$ cat src/rtl/bcs_sqr.sv
// bcs_sqr: two-stage unsigned squarer built from half-width partial products.
// No dependencies.
module bcs_sqr #(
  parameter int unsigned AW = 33
) (
  input  logic            clk_i,
  input  logic [AW-1:0]   a_i,
  output logic [2*AW-1:0] sq_o
);

  localparam int unsigned LW   = (AW + 1) / 2;
  localparam int unsigned HW   = AW - LW;
  localparam int unsigned HH_W = 2 * HW;
  localparam int unsigned HL_W = HW + LW;
  localparam int unsigned LL_W = 2 * LW;
  localparam int unsigned SQW  = 2 * AW;

  logic [LW-1:0]   al;
  logic [HW-1:0]   ah;
  logic [HH_W-1:0] hh_q;
  logic [HL_W-1:0] hl_q;
  logic [LL_W-1:0] ll_q;
  logic [SQW-1:0]  sq_q;

  assign al = a_i[LW-1:0];
  assign ah = a_i[AW-1:LW];

  always_ff @(posedge clk_i) begin
    hh_q <= HH_W'(ah) * HH_W'(ah);
    hl_q <= HL_W'(ah) * HL_W'(al);
    ll_q <= LL_W'(al) * LL_W'(al);
    // a^2 = ah^2 << 2L + 2 ah al << L + al^2
    sq_q <= (SQW'(hh_q) << LL_W) + (SQW'(hl_q) << (LW + 1)) + SQW'(ll_q);
  end

  assign sq_o = sq_q;

endmodule

$ cat config.mk
export PLATFORM = sky130hd
export DESIGN_NAME = bcs_sqr
export DESIGN_NICKNAME = d
export VERILOG_FILES = /design/src/rtl/bcs_sqr.sv
export SDC_FILE = /design/constraint.sdc
export NUM_CORES = 2
export LEC_CHECK = 0
export BUFFER_PORTS_ARGS = -buffer_cell sky130_fd_sc_hd__buf_2
export CAP_MARGIN = 20
export CORE_ASPECT_RATIO = 0.6
export CORE_MARGIN = 2
export CORE_UTILIZATION = 65
export DETAILED_ROUTE_END_ITERATION = 8
export GPL_TIMING_DRIVEN = 0
export PLACE_DENSITY = 0.83
export RECOVER_POWER = 100
export REMOVE_ABC_BUFFERS = 1
export SYNTH_ARGS = -nofsm -noshare
export SYNTH_HDL_FRONTEND = slang
export SYNTH_SLANG_ARGS = --single-unit
$ cat constraint.sdc
create_clock -name clk_i -period 20 [get_ports clk_i]
set_clock_uncertainty 0.15 [all_clocks]
set_input_delay 2 -clock clk_i [delete_from_list [all_inputs] [get_ports clk_i]]
set_output_delay 2 -clock clk_i [all_outputs]
set_load 0.01 [all_outputs]
==> results.cfg <==
[cts]
cts_sinks = 162
hold_buffers = 0
htree_num_levels = 4
cts_tree = yes
clk_latency_ps = 450
cts_root_buf = clkbuf_16
clk_pin_slew_ps = 70
numCtsBuffers = 17
cts_resized = 0
cts_setup_buffers = 0
clockBufferDepth = 2

[critical_path]
cp_num_buf_inv = 6
worstReg2RegStart = hl_q[0]
r2r-end = sq_o[54]
cp.required_ps = 20220
cp_slowest_cell = clkbuf_1
critPathTopFamily = adder cells
path_cells = clkbuf_1, clkinv_1, nor2_1, fa_1, inv_1, fa_1, inv_1, fa_1, fa_1, fa_1, inv_1, fa_1, inv_1, ha_1, a41o_1, a221oi_1, o21ai_0, a21oi_1, o21ai_0, a31o_2, a221oi_1, xnor2_1
max_stage_delay_ps = 1330
cp-start-kind = input port
crit_fanout = 26
worst-r2r-setup-slack_ps = 15060
worst_path_most_repeated_cell = fa_1
rr_worst_depth = 13
crit_arrival_ps = 10750
crit_type = in2reg
end_kind = flip-flop

[yosys]
synth_edf_count = 0
yosysWarnings = 0
synthDistinctLibCells = 62
yosys.area.top_type = fa_1
yosys-top-cells-area = fa_1, ha_1, dfxtp_1
synth_top_area_frac = 0.386
ys_seq_area_frac = 0.111
ys.flop_type = dfxtp_1
async_reset_ff_frac = 0
synth.avg_cell_area_sq_um = 9.16
synth-seq-cells = 162
netlist_instances = 3196
syn_area_sq_mm = 0.0293

[sta]
slew_headroom = -0.330
maxSlewViolCount = 132
holdWs_ps = 171
hold_viol_final = 0
min_period_ps = 10530
tightest_slew_ps = 2000
setup_violations = 0
grt_setup_unrepaired = false
worst_slack_ps = 9470
fin_crit_sh = 0.527
fmax_mhz = 94.9
finalSetupTns_ps = 0

[place]
port_buffers = 98
place_congestion = 0.895
dp_slack_ps = 10500
hpwl_mm = 54.9
dp_cells = 3773

[final_layout]
drive_gt1_frac = 0.0224
finalNetCount = 4147
stdcell_count = 3805
layout.cells.most_common = inv_1
n_antenna_cell = 0
area_growth_pct = 4.47
layout_common_cells = inv_1, fa_1, nand2_1, ha_1, and2_1

[global_routing]
grt_pass1_wl_mm = 116
grt-ovfl-total = 0
grt_usage = 0.318
antenna_found_initial = 4
grt_pass1_vias = 23100
grt_max_degree = 36

[min_path]
hold_path_class = reg2reg
hold_end = sq_o[2]
worstHoldStart = ll_q[2]
min_path_cells = 0

[floorplanning]
ios = 100
die_y_microns = 168
dieArea_sq_mm = 0.0468
rows = 60
core-area_sq_mm = 0.0446
start_util = 0.656
die_x_microns = 278

[routing]
drc_errors = 0
drt_iter0_markers = 1844
totalWireLength_mm = 71.1
routed_via_density = 5.58
first_pass_iters = 6
ant_nets = 0
wire_per_inst_microns = 18.7
via_count = 21200

[run_status]
violations = max-capacitance violations, max-slew violations
status = finished with violations

[run]
maxCapViolCount = 6
[kinds of logic after synthesis]
kind of cell    count (synthesis)  synth area share
fa+ha+maj                     910             0.534
compound gates                305            0.0687
buf+inv                       897             0.115
mux                             2          0.000769
xor+xnor                      148            0.0443
other cells                     1          0.000128
simple gates                  771             0.126
flops                         162             0.111
[Yosys cell counts (2+ instances only)]
| cell type | count |
|---|---|
| a211oi_1 | 9 |
| a21oi_1 | 99 |
| a31oi_2 | 2 |
| a221oi_1 | 4 |
| a21boi_0 | 4 |
| nor2_1 | 98 |
| ha_1 | 345 |
| o31ai_1 | 4 |
| nand2_1 | 347 |
| nand4b_1 | 3 |
| inv_1 | 785 |
| nor2b_1 | 18 |
| nand2b_1 | 16 |
| clkinv_1 | 2 |
| o21ai_0 | 41 |
| buf_2 | 2 |
| or4_1 | 2 |
| a221o_1 | 6 |
| o2111ai_1 | 2 |
| a21o_1 | 70 |
| a31o_2 | 5 |
| a31oi_1 | 12 |
| or2_2 | 4 |
| a41oi_1 | 3 |
| clkbuf_1 | 107 |
| xor2_1 | 40 |
| nand4_1 | 15 |
| o21bai_1 | 13 |
| o21a_1 | 9 |
| fa_1 | 565 |
| and4b_1 | 2 |
| and4_1 | 2 |
| and3_1 | 16 |
| o22ai_1 | 2 |
| xnor2_1 | 108 |
| o41a_1 | 2 |
| nor4_1 | 2 |
| mux2_2 | 2 |
| o21ai_1 | 4 |
| and2_1 | 205 |
| dfxtp_1 | 162 |
| nor3_1 | 11 |
| nand3_1 | 25 |
| or3_1 | 3 |
[registers in the layout, summed over array words and instances (netlist names)]
register and count:
sq_o 65, hl_q 33, ll_q 33, hh_q 31
[final cells by class]
type	instances	area, sq um
clock buffers	17	425
clock inverters	15	215
well taps	589	737
flip-flops and latches	162	3240
repair buffers	98	404
multi-input cells	2137	22600
fillers	3351	14000
inverters	787	2950
[metal layers]
metal | wire length [microns] | part of all wire | vias to the layer above | global-route usage
li1 | - | - | 9632 | -
met1 | 29100 | 0.41 | 10400 | 0.429
met2 | 31300 | 0.44 | 1036 | 0.489
met3 | 9400 | 0.13 | 129 | 0.119
met4 | 1100 | 0.015 | 4 | 0.0696
met5 | 137 | 0.0019 | - | 0.0195
[how the worst max path moves through the flow]
stage | slack [ps] | startpoint | cells after the start | end
floorplan | 12310 | a_i[25] | 22 | hh_q[30]
global placement | 10600 | a_i[29] | 22 | hl_q[31]
detailed placement | 10500 | a_i[29] | 22 | hl_q[31]
CTS | 10920 | a_i[29] | 22 | hl_q[31]
global route | 9150 | a_i[29] | 23 | hl_q[31]
finish | 9470 | a_i[29] | 22 | hl_q[31]
[per-stage QoR]
step	cell area (sq um)	utilization
after floorplan	28900	-
after global placement	30100	0.675
after detailed placement	30100	0.675
after CTS	30700	0.689
after global routing	30600	0.686
final	30600	0.686
Power is left out: the tool's default activity adds up to more than one toggle a clock period on the data nets, which glitch-free logic cannot reach.
